**config.mk**
```make
export PLATFORM = sky130hd
export DESIGN_NAME = tspg_ctrl
export DESIGN_NICKNAME = d
export VERILOG_FILES = /design/src/hw/rtl/tspg_pkg.sv /design/src/hw/rtl/tspg_ctrl.sv
export SDC_FILE = /design/constraint.sdc
export NUM_CORES = 1
export LEC_CHECK = 0
export CAP_MARGIN = 10
export CORE_AREA = 5 5 42 44
export DETAILED_ROUTE_END_ITERATION = 12
export DIE_AREA = 0 0 47 49
export DONT_BUFFER_PORTS = 1
export MAX_ROUTING_LAYER = met4
export PLACE_DENSITY = 0.51
export SLEW_MARGIN = 40
export SYNTH_ARGS = -nofsm -noshare
export SYNTH_HDL_FRONTEND = slang
export SYNTH_SLANG_ARGS = --single-unit
```
**constraint.sdc**
```tcl
create_clock -name clk -period 2.17 [get_ports clk]
set_clock_uncertainty 0.2 [all_clocks]
set_input_delay 0.434 -clock clk [delete_from_list [all_inputs] [get_ports clk]]
set_output_delay 0.434 -clock clk [all_outputs]
set_load 0.01 [all_outputs]
```
**src/hw/rtl/tspg_pkg.sv**
```systemverilog
// Shared types and constants for the two-axis step pulse generator.
`timescale 1ns / 1ps
`default_nettype none
package tspg_pkg;

	// position register width; the ports stay 16 bits
	localparam int unsigned POS_BITS    = 16;
	localparam int unsigned FIELD_BITS  = 16;
	localparam int unsigned RELOAD_BITS = 16;
	localparam int unsigned VEL_BITS    = 7;
	localparam int unsigned CFG_IDX_BITS = 8;

	localparam logic [VEL_BITS-1:0] FULL_SPEED = VEL_BITS'(100);

	// register indexes of the configuration port
	localparam logic [CFG_IDX_BITS-1:0] REG_MIN_RELOAD = CFG_IDX_BITS'(0);
	localparam logic [CFG_IDX_BITS-1:0] REG_MAX_RELOAD = CFG_IDX_BITS'(1);

	localparam logic [RELOAD_BITS-1:0] MIN_RELOAD_RST = RELOAD_BITS'(1);
	localparam logic [RELOAD_BITS-1:0] MAX_RELOAD_RST = RELOAD_BITS'(100);

	// speed split: q^2 * (dx^2 + dy^2) <= v^2 * d^2
	localparam int unsigned SQ_BITS   = 2 * POS_BITS;
	localparam int unsigned SUM_BITS  = SQ_BITS + 1;
	localparam int unsigned VSQ_BITS  = 2 * VEL_BITS;
	localparam int unsigned TGT_BITS  = VSQ_BITS + SQ_BITS;
	localparam int unsigned ACC_BITS  = SUM_BITS + VSQ_BITS + 1;

	// reload: |speed * (min - max)| / 100 by reciprocal multiply
	localparam int unsigned PROD_BITS   = VEL_BITS + RELOAD_BITS;
	localparam int unsigned RECIP_SHIFT = PROD_BITS + VEL_BITS;
	localparam int unsigned RECIP_BITS  = RECIP_SHIFT - VEL_BITS + 1;
	localparam logic [RECIP_BITS-1:0] RECIP_MUL =
		RECIP_BITS'(((64'd1 << RECIP_SHIFT) + 64'd99) / 64'd100);
	localparam int unsigned DIVP_BITS = PROD_BITS + RECIP_BITS;

	typedef enum logic [3:0] {
		ST_IDLE,
		ST_DISPATCH,
		ST_MV_DIST,
		ST_MV_SQ,
		ST_MV_SUM,
		ST_MV_INIT,
		ST_MV_ITER,
		ST_MV_COMMIT,
		ST_TK_MUL,
		ST_TK_DIV,
		ST_TK_UPD,
		ST_FINISH
	} state_t;

	typedef struct packed {
		logic latch_in;
		logic calc_dist;
		logic calc_sq;
		logic calc_sum;
		logic init_axis;
		logic iter_step;
		logic axis;
		logic mv_commit;
		logic tk_mul;
		logic tk_div;
		logic tk_upd;
		logic load_out;
	} dp_cmd_t;

	typedef struct packed {
		logic is_move;
		logic iter_done;
	} dp_stat_t;

endpackage
`default_nettype wire

```
**src/hw/rtl/tspg_ctrl.sv**
```systemverilog
// Controller state machine: sequences move and tick words through the datapath.
`timescale 1ns / 1ps
`default_nettype none
module tspg_ctrl
	import tspg_pkg::*;
(
	input  wire logic     clk,
	input  wire logic     arst_n,
	input  wire logic     in_valid,
	output logic          in_ready,
	output logic          out_valid,
	input  wire logic     out_ready,
	output dp_cmd_t       cmd,
	input  wire dp_stat_t stat
);

	state_t state_q, state_d;
	logic   axis_q;
	logic   out_valid_q;
	logic   slot_free;

	assign slot_free = !out_valid_q || out_ready;

	always_ff @(posedge clk or negedge arst_n) begin
		if (!arst_n) begin
			state_q     <= ST_IDLE;
			axis_q      <= 1'b0;
			out_valid_q <= 1'b0;
		end else begin
			state_q <= state_d;
			if (state_q == ST_IDLE)
				axis_q <= 1'b0;
			else if (state_q == ST_MV_ITER && stat.iter_done)
				axis_q <= 1'b1;
			if (cmd.load_out)
				out_valid_q <= 1'b1;
			else if (out_ready)
				out_valid_q <= 1'b0;
		end
	end

	always_comb begin
		state_d = state_q;
		unique case (state_q)
			ST_IDLE:      if (in_valid) state_d = ST_DISPATCH;
			ST_DISPATCH:  state_d = stat.is_move ? ST_MV_DIST : ST_TK_MUL;
			ST_MV_DIST:   state_d = ST_MV_SQ;
			ST_MV_SQ:     state_d = ST_MV_SUM;
			ST_MV_SUM:    state_d = ST_MV_INIT;
			ST_MV_INIT:   state_d = ST_MV_ITER;
			ST_MV_ITER: begin
				if (stat.iter_done)
					state_d = axis_q ? ST_MV_COMMIT : ST_MV_INIT;
			end
			ST_MV_COMMIT: state_d = ST_FINISH;
			ST_TK_MUL:    state_d = ST_TK_DIV;
			ST_TK_DIV:    state_d = ST_TK_UPD;
			ST_TK_UPD:    state_d = ST_FINISH;
			ST_FINISH:    if (slot_free) state_d = ST_IDLE;
			default:      state_d = ST_IDLE;
		endcase
	end

	always_comb begin
		cmd      = '0;
		cmd.axis = axis_q;
		in_ready = 1'b0;
		unique case (state_q)
			ST_IDLE: begin
				in_ready     = 1'b1;
				cmd.latch_in = in_valid;
			end
			ST_DISPATCH:  ;
			ST_MV_DIST:   cmd.calc_dist = 1'b1;
			ST_MV_SQ:     cmd.calc_sq = 1'b1;
			ST_MV_SUM:    cmd.calc_sum = 1'b1;
			ST_MV_INIT:   cmd.init_axis = 1'b1;
			ST_MV_ITER:   cmd.iter_step = 1'b1;
			ST_MV_COMMIT: cmd.mv_commit = 1'b1;
			ST_TK_MUL:    cmd.tk_mul = 1'b1;
			ST_TK_DIV:    cmd.tk_div = 1'b1;
			ST_TK_UPD:    cmd.tk_upd = 1'b1;
			ST_FINISH:    cmd.load_out = slot_free;
			default:      ;
		endcase
	end

	assign out_valid = out_valid_q;

endmodule
`default_nettype wire

```
==> results of run 1 <==
==> worst reg2reg max path: stages (launching register included) <==
cell     delay (ns)
dfrtp_1        0.36
buf_4          0.18
nor3_1         0.18
a31oi_1        0.05
or3_1          0.34
a31o_1         0.20
==> per-stage QoR <==
stage               power (mW)  hold WS [ns]  cell area [um^2]  util [%]  setup WS [ns]
floorplan                0.576       -0.0616               440         -          0.273
global placement         0.658       -0.0614               460      32.9          0.367
detailed placement       0.660       -0.0614               460      32.9          0.353
CTS                      0.772         0.266               493      35.2         0.0883
global route             0.838         0.299               495      35.4        0.00883
finish                   0.772         0.286               495      35.4          0.128
==> layout make-up <==
class | instances | area, um^2
inverters | 2 | 7.51
well taps | 16 | 20.0
multi-input cells | 45 | 253
clock buffers | 3 | 22.5
flip-flops and latches | 6 | 153
fillers | 156 | 906
repair buffers | 5 | 40.0
==> state kept, by name, indices dropped and copies added, names as in the netlist <==
| register | flops |
|---|---|
| axis_q | 1 |
| out_valid | 1 |
| state_q | 4 |
==> synthesized netlist by cell type, drive strengths merged (2+ instances only) <==
master,n
nor3,6
nand2,6
dfrtp,6
nor2,8
o21ai,3
buf,5
nand2b,5
a21oi,2
inv,2
==> final timing paths <==
check,endpoint,depth (start not counted),slack [ns],start
max in group asynchronous,state_q[1]$_DFFE_PN0P_,1,1.23,arst_n
worst max-delay path,cmd[0],3,0.13,state_q[0]$_DFFE_PN0P_
worst min register to register,axis_q$_DFFE_PN0P_,2,0.43,axis_q$_DFFE_PN0P_
worst max register to register,state_q[1]$_DFFE_PN0P_,5,0.55,state_q[2]$_DFFE_PN0P_
worst min-delay path,state_q[0]$_DFFE_PN0P_,1,0.29,arst_n
min in group clk,out_valid$_DFFE_PN0P_,2,0.29,out_ready
==> routing by layer <==
| metal | GRT usage, % | vias up | routed length, um |
|---|---|---|---|
| met5 | - | - | 0 |
| met3 | 6.64 | 0 | 104 |
| met1 | 17.0 | 187 | 541 |
| li1 | - | 213 | - |
| met2 | 14.5 | 20 | 479 |
| met4 | 2.76 | 0 | 0 |
==> logic make-up after synthesis <==
family | Yosys count | share of synthesized area, %
AND/OR/NAND/NOR | 30 | 33.5
XOR/XNOR | 1 | 1.99
AO/OA/AOI/OAI | 14 | 21.9
flip-flops | 6 | 34.1
buffers and inverters | 7 | 8.52
==> power by group <==
part           internal (mW)  leakage (nW)  switching [mW]
Clock                 0.0627        0.0138          0.0422
Combinational          0.168         0.121           0.223
Sequential             0.170        0.0720           0.105
==> repair_timing <==
item	4_1_cts	5_1_grt
setup buffers	0	0
gates resized for setup	0	2
hold buffers	1	0
setup endpoints to repair	0	1
endpoints found under the hold margin	6	0
==> out/results.md, run 1 <==
| Result | Reported |
|---|---|
| Diode insertion count for antenna repair | 0 |
| Initial drt markers | 10 |
| Most used flip-flop cell after synthesis | dfrtp_1 |
| H-tree depth | 1 |
| TritonCTS sink count | 6 |
| Peak Freq | 490 MHz |
| Outcome | complete, no violations |
| Total of warnings raised by yosys | 0 |
| Largest fanout of any net on the critical path | 10 |
| IR drop worst, VDD | 0.000688 V |
| DR vias/cell | 5.45 |
| Post-synthesis net count | 64 |
| Routed Wire Length | 1130 um |
| Detail-routed net length per standard cell | 14.6 um |
| TritonCTS clock tree | done |
| Mean cell area of the mapped netlist | 7.59 um^2 |
| Drt pass-1 iters | 4 |
| Number of design rule violations left after detail routing | 0 |
| Number of placed instances with taps included | 73 |
| Ordered cell list for the critical path | nand2_2 -> or2_1 -> nor2b_1 |
| I/O Buffers | 0 |
| Clock latency of the later-clocked register in the worst-skew pair | 0.25 ns |
| Root Driver | clkbuf_4 |
| Worst Path Required | 1.54 ns |
| Wire length of the first global-routing pass | 1930 um |
| Type of the most critical hold path | in -> async |
| Via count of the first global-routing pass | 399 |
| Final HPWL DP | 853 um |
| Post-DRT Antenna Nets | 0 |
| Number of nets in the final layout | 69 |
| Site row count | 14 |
| GRT Resource Usage Total | 11.9% |
| Post-Synthesis Cells | 58 |
| Initial antenna violation count | 0 |
| Commonest cells after routing, fill and taps aside | 8 x nor2_1, 6 x nor3_1, 5 x nand2b_1, 5 x nand2_1 |
| Power per standard cell area | 1560 nW/um^2 |
| Arr. time, crit path | 1.41 ns |
| Final setup violation count | 0 |
| Part of the Yosys area used for sequential elements | 34.1% |
| Clock slew at reported path FFs | 0.05 ns |
| Total Negative Setup Slacks | 0 ns |
| Leakage Power | 0.207 nW |
| Kind of cell adding the most delay to the critical path | simple AND/OR/NAND/NOR gates |
| I/O pin cnt | 20 |
| Number of different library cells in the post-synthesis netlist | 27 |
| Leading cell type in the layout, fill and taps excluded | nor2_1 |
| Maximum number of pins on one net before global-route repair | 14 |
| Initial cell density of the core | 31.4% |
| Number of endpoints with negative hold slack in the final report | 0 |
| Layout Area Growth over Synthesis | 12.5% |
| Async set or reset register ratio after synthesis | 100% |
| Transition at the pin with the smallest max-transition slack | 0.392 ns |
| Final critical-path required period | 2.04 ns |
| Final estimated routing congestion in global placement | 0.776 |
| # Max-Cap Violations | 0 |
| Type of destination of the critical path | output port |
| Number of buffers added by the clock tree synthesis step | 3 |
| Overall via count from detail_route | 420 |
| Share of final-layout standard cells stronger than drive strength 1 | 16.4% |
| Core Box Area | 1400 um^2 |
| Combined area of all synthesized cells | 440 um^2 |
| Horizontal extent of the die | 47 um |
| Grt total ovfl | 0 |
| Headroom to the max-slew limit | 73.7% |
| Worst Path Buf+Inv | 0 |
| CP peak stage delay | 0.50 ns |
| Die Ht | 49 um |
| Startpoint Class | flop |
| Area fraction of the dominant cell type after synthesis | 34.1% |
| Crit path max-delay cell type | dfrtp_1 |
| DIE AREA | 2300 um^2 |
| Library cell with the largest summed area after synthesis | dfrtp_1 |
| Final period utilization | 94.1% |
| Unrepaired setup endpoints after global routing | no |
| Critical path class | reg -> out |
| Deepest clock path buffer count | 2 |
| Non-filler instance count after layout | 77 |
| Pins over their slew limit | 0 |
| Number of enable-type register cells in the synthesized netlist | 0 |
| Yosys reg bits | 6 |
| Cell types occupying the most area after synthesis | dfrtp_1 34%, nand2b_1 7.1%, nor3_1 6.8% |
Power figures use the tool's default switching activity.
==> inputs of run 2 (changes only) <==
REMOVE_ABC_BUFFERS = 1   (was unset)
==> out/results.md, run 2 (synthesis gave the netlist of run 1 again) <==
| Result | Reported | Delta |
|---|---|---|
| Wire length of the first global-routing pass | 1880 um | -2.5% |
| Final estimated routing congestion in global placement | 0.796 | +2.6% |
| Outcome | complete, no violations |  |
| Initial cell density of the core | 31.4% | unchanged |
| Overall power after layout | 0.746 mW | -3.3% |
| IR drop worst, VDD | 0.000446 V | -35% |
| Met1 Use GR | 14.8% | -2.2 points |
| Unrepaired setup endpoints after global routing | no |  |
| Overall via count from detail_route | 398 | -5.2% |
| Routed Wire Length | 1090 um | -3.5% |
| Final HPWL DP | 819 um | -4.1% |
| Via count of the first global-routing pass | 438 | +9.8% |
| Type of destination of the critical path | output port |  |
| Clock latency of the later-clocked register in the worst-skew pair | 0.24 ns | about the same |
| Diode insertion count for antenna repair | 0 | unchanged |
| Global-route layer with the greatest usage | met2 |  |
| Worst Path Required | 1.54 ns | about the same |
| Clock slew at reported path FFs | 0.04 ns | about the same |
| Deepest clock path buffer count | 2 | unchanged |
| Met3 layer usage reported by global route | 2.21% | -4.4 points |
| Horizontal extent of the die | 47 um | unchanged |
| DR vias/cell | 5.24 | -4.0% |
| Number of buffers added by the clock tree synthesis step | 3 | unchanged |
| Largest fanout of any net on the critical path | 11 | +1 |
| Number of nets in the final layout | 68 | -1.4% |
| Max reg flops | 4 | unchanged |
| Number of design rule violations left after detail routing | 0 | unchanged |
| Die Ht | 49 um | unchanged |
| Type of the most critical hold path | in -> reg |  |
| Final period utilization | 94.6% | +0.46 points |
| GRT Resource Usage Total | 11.5% | -0.36 points |
| I/O Buffers | 0 | unchanged |
| Share of final-layout standard cells stronger than drive strength 1 | 15.0% | -1.4 points |
| I/O pin cnt | 20 | unchanged |
| Critical path class | reg -> out |  |
| Peak Freq | 487 MHz | -0.48% |
| Headroom to the max-slew limit | 75.6% | +1.9 points |
| Transition at the pin with the smallest max-transition slack | 0.363 ns | -0.0288 ns |
| Crit path max-delay cell type | dfrtp_1 |  |
| Count of buffers added by post-CTS timing repair for setup | 0 | unchanged |
| Register name with the most flops | state_q |  |
| Commonest cells after routing, fill and taps aside | 8 x nor2_1, 6 x nor3_1, 5 x nand2b_1, 5 x nand2_1, 4 x dfrtp_1 |  |
| Flop-to-flop setup slack | 0.52 ns | -0.03 ns |
| TritonCTS sink count | 6 | unchanged |
| Post-DRT Antenna Nets | 0 | unchanged |
| Drt pass-1 iters | 3 | -1 |
| Arr. time, crit path | 1.42 ns | about the same |
| Detail-routed net length per standard cell | 14.3 um | -2.2% |
| DIE AREA | 2300 um^2 | unchanged |
| Power per standard cell area | 1530 nW/um^2 | -1.8% |
| Maximum number of pins on one net before global-route repair | 16 | +2 |
| TritonCTS clock tree | done |  |
| Met2 track demand over resource | 14.9% | +0.45 points |
| Total Negative Setup Slacks | 0 ns | unchanged |
| Root Driver | clkbuf_4 |  |
| Final setup violation count | 0 | unchanged |
| Ordered cell list for the critical path | nand2_2 -> or2_1 -> nor2b_1 |  |
| Leading cell type in the layout, fill and taps excluded | nor2_1 |  |
| Final critical-path required period | 2.05 ns | +0.00990 ns |
| Pins over their slew limit | 0 | unchanged |
| # Max-Cap Violations | 0 | unchanged |
| Site row count | 14 | unchanged |
| Leakage Power | 0.202 nW | -2.3% |
| Grt total ovfl | 0 | unchanged |
| Area of all placed cells without fillers | 488 um^2 | -1.5% |
| Number of endpoints with negative hold slack in the final report | 0 | unchanged |
| Startpoint Class | flop |  |
| CP peak stage delay | 0.53 ns | +0.03 ns |
| H-tree depth | 1 | unchanged |
| Initial antenna violation count | 0 | unchanged |
| Core Box Area | 1400 um^2 | unchanged |
| Layout Area Growth over Synthesis | 10.8% |  |
| Hold slack | 0.272 ns | -0.0139 ns |
| Area post-placement | 453 um^2 | -1.6% |
| Initial drt markers | 6 | -4 |
run 2: cell types whose count changed in the layout (fill, tap and decap cells not counted):
cell	change
buf_4	-1
run 2: repair_timing:
action                                  4_1_cts  5_1_grt
endpoints found under the hold margin         6        0
resized for setup                             0        2
endpoints found under the setup margin        0        2
hold buffers                                  1        0
run 2: report_power, final:
part / leakage, nW / internal (mW) / switching, mW / total (mW)
Clock: 0.0138 / 0.0624 / 0.0375 / 0.0999
Sequential: 0.0722 / 0.170 / 0.117 / 0.287
Combinational: 0.116 / 0.156 / 0.203 / 0.360
Total: 0.202 / 0.389 / 0.357 / 0.746
run 2: critical path: cells and delay by family (launching register included):
kind          cells  cell delay, ns
flops             1            0.53
simple gates      3            0.64
run 2: area by class of cell:
cell class	count	area, um^2
clock buffers	3	22.5
well taps	16	20.0
flip-flops and latches	6	153
inverters	2	7.51
multi-input cells	45	253
repair buffers	4	32.5
fillers	168	913
run 2: stage by stage:
stage               setup WS [ns]  utilization, %  instances
floorplan                   0.280               -         53
global placement            0.306            32.3         72
detailed placement          0.285            32.3         72
CTS                        0.0169            34.6         76
global route              0.00916            34.8         76
finish                      0.118            34.8         76
run 2: final timing paths:
path                                         from                     end  cells after the start
setup / recovery           state_q[1]$_DFFE_PN0P_                  cmd[0]                      3
hold / removal                          out_ready   out_valid$_DFFE_PN0P_                      2
setup reg to reg           state_q[2]$_DFFE_PN0P_  state_q[0]$_DFFE_PN0P_                      5
hold reg to reg            state_q[3]$_DFFE_PN0P_  state_q[2]$_DFFE_PN0P_                      1
max in group asynchronous                  arst_n  state_q[3]$_DFFE_PN0P_                      1
min in group asynchronous                  arst_n      axis_q$_DFFE_PN0P_                      1
run 2: layer usage:
layer	vias up	wire, um	share of wire (%)
met5	-	0	0
met3	4	33	3.0
li1	208	-	-
met4	0	29	2.7
met1	173	505	47
met2	13	517	48
==> inputs of run 3 (changes only) <==
BUFFER_PORTS_ARGS = -buffer_cell sky130_fd_sc_hd__buf_2   (was unset)
DONT_BUFFER_PORTS = unset   (was 1)
PLACE_DENSITY = 0.64   (was 0.51)
==> out/results.md, run 3 (synthesis gave the netlist of run 1 again) <==
| Result | Reported | Delta |
|---|---|---|
| Post-DRT Antenna Nets | 0 | unchanged |
| TritonCTS sink count | 6 | unchanged |
| Number of nets in the final layout | 86 | +26% |
| Horizontal extent of the die | 47 um | unchanged |
| Overall power after layout | 0.796 mW | +6.7% |
| Kind of cell adding the most delay to the critical path | simple AND/OR/NAND/NOR gates |  |
| Overall via count from detail_route | 474 | +19% |
| I/O pin cnt | 20 | unchanged |
| Leading cell type in the layout, fill and taps excluded | buf_2 |  |
| Clock latency of the later-clocked register in the worst-skew pair | 0.24 ns | about the same |
| Grt total ovfl | 0 | unchanged |
| Wire length of the first global-routing pass | 1860 um | -0.69% |
| Type of destination of the critical path | output port |  |
| Initial cell density of the core | 31.4% | unchanged |
| Drt pass-1 iters | 4 | +1 |
| Largest fanout of any net on the critical path | 10 | -1 |
| Commonest cells after routing, fill and taps aside | 19 x buf_2, 8 x nor2_1, 6 x nor3_1 |  |
| Initial drt markers | 8 | +2 |
| Number of design rule violations left after detail routing | 0 | unchanged |
| Total Negative Setup Slacks | 0 ns | unchanged |
| Register name with the most flops | state_q |  |
| Outcome | complete, no violations |  |
| Unrepaired setup endpoints after global routing | no |  |
| Worst Path Buf+Inv | 1 | +1 |
| Pins over their slew limit | 0 | unchanged |
| Leakage Power | 0.289 nW | +43% |
| Transition at the pin with the smallest max-transition slack | 0.323 ns | -0.0399 ns |
| Number of placed instances with taps included | 90 | +25% |
| Share of final-layout standard cells stronger than drive strength 1 | 34.6% | +20 points |
| DR vias/cell | 5.04 | -3.7% |
| Final critical-path required period | 2.06 ns | +0.00509 ns |
| Layout Area Growth over Synthesis | 30.7% |  |
| Die Ht | 49 um | unchanged |
| Arr. time, crit path | 1.42 ns | about the same |
| Ordered cell list for the critical path | nand2_2 -> or2_1 -> nor2b_1 -> buf_2 |  |
| Area taken by flip-flops and latches | 153 um^2 | unchanged |
| Core Box Area | 1400 um^2 | unchanged |
| GRT Resource Usage Total | 11.0% | -0.52 points |
| IR drop worst, VDD | 0.000699 V | +57% |
| Root Driver | clkbuf_4 |  |
| Initial antenna violation count | 0 | unchanged |
| H-tree depth | 1 | unchanged |
| CP peak stage delay | 0.52 ns | about the same |
| Via count of the first global-routing pass | 452 | +3.2% |
| Footprint of the multi-input gates | 253 um^2 | unchanged |
| Headroom to the max-slew limit | 78.5% | +2.8 points |
| Critical path class | reg -> out |  |
| Final estimated routing congestion in global placement | 0.768 | -3.6% |
| DIE AREA | 2300 um^2 | unchanged |
| Peak Freq | 486 MHz | -0.25% |
| Final period utilization | 94.8% | +0.23 points |
| Final HPWL DP | 841 um | +2.7% |
| Fill cell total of the finished layout | 161 | -4.2% |
| Final setup violation count | 0 | unchanged |
| Diode insertion count for antenna repair | 0 | unchanged |
| Site row count | 14 | unchanged |
| Worst Path Required | 1.54 ns | about the same |
| Power per standard cell area | 1380 nW/um^2 | -9.5% |
| Maximum number of pins on one net before global-route repair | 16 | unchanged |
| Detail-routed net length per standard cell | 11.5 um | -20% |
| I/O Buffers | 19 | +19 |
| Deepest clock path buffer count | 2 | unchanged |
| Max reg flops | 4 | unchanged |
| Number of endpoints with negative hold slack in the final report | 0 | unchanged |
| Non-filler instance count after layout | 94 | +24% |
| Startpoint Class | flop |  |
| Clock slew at reported path FFs | 0.04 ns | about the same |
| # Max-Cap Violations | 0 | unchanged |
| TritonCTS clock tree | done |  |
| Routed Wire Length | 1080 um | -0.55% |
| Crit path max-delay cell type | dfrtp_1 |  |
| Type of the most critical hold path | in -> async |  |
| Number of buffers added by the clock tree synthesis step | 3 | unchanged |
[run 3: cell count changes in the layout (fill, tap and decap cells not counted)]
cell / change
buf_2: +19
buf_4: -1
[run 3: worst paths after layout]
kind	start	endpoint	slack, ns	cells past startpoint
min in group clk	axis_q$_DFFE_PN0P_	axis_q$_DFFE_PN0P_	0.34	2
hold / removal	arst_n	out_valid$_DFFE_PN0P_	0.34	2
hold reg to reg	axis_q$_DFFE_PN0P_	axis_q$_DFFE_PN0P_	0.34	2
max in group asynchronous	arst_n	state_q[1]$_DFFE_PN0P_	1.27	2
setup reg to reg	state_q[2]$_DFFE_PN0P_	state_q[0]$_DFFE_PN0P_	0.49	5
setup / recovery	state_q[0]$_DFFE_PN0P_	cmd[0]	0.11	4
[run 3: what timing repair did]
item                       4_1_cts  5_1_grt
hold endpoints to repair         6        0
resized for setup                1        1
hold buffers                     1        0
buffers inserted                 0        0
setup endpoints to repair        1        2
[run 3: final cells by class]
type | count | area share, %
timing repair buffer | 22 | 20.9
clock buffer | 3 | 3.91
multi-input combinational | 45 | 43.9
inverter | 2 | 1.30
sequential | 6 | 26.5
tap | 16 | 3.48
[run 3: per-stage QoR]
step | hold slack (ns) | setup slack, ns | util (%) | cell area (um^2)
after global placement | 0.0633 | 0.282 | 38.6 | 541
after CTS | 0.339 | 0.0785 | 41.0 | 574
after global routing | 0.367 | 0.00487 | 41.1 | 576
final | 0.341 | 0.113 | 41.1 | 576
after floorplan | -0.0616 | 0.280 | - | 410
after detailed placement | 0.0647 | 0.226 | 38.6 | 541
[run 3: per-layer routing]
| layer | share of wire [%] | vias to the layer above | global-route usage, % |
|---|---|---|---|
| li1 | - | 247 | - |
| met1 | 45 | 213 | 14.5 |
| met2 | 51 | 14 | 15.6 |
| met3 | 4.4 | 0 | 3.32 |
| met4 | 0 | 0 | 4.15 |
| met5 | 0 | - | - |
[run 3: where the power goes]
group          switching (mW)  total [mW]  internal [mW]
clock network          0.0367      0.0991         0.0623
logic                   0.220       0.418          0.198
registers               0.110       0.280          0.170
total                   0.366       0.796          0.430
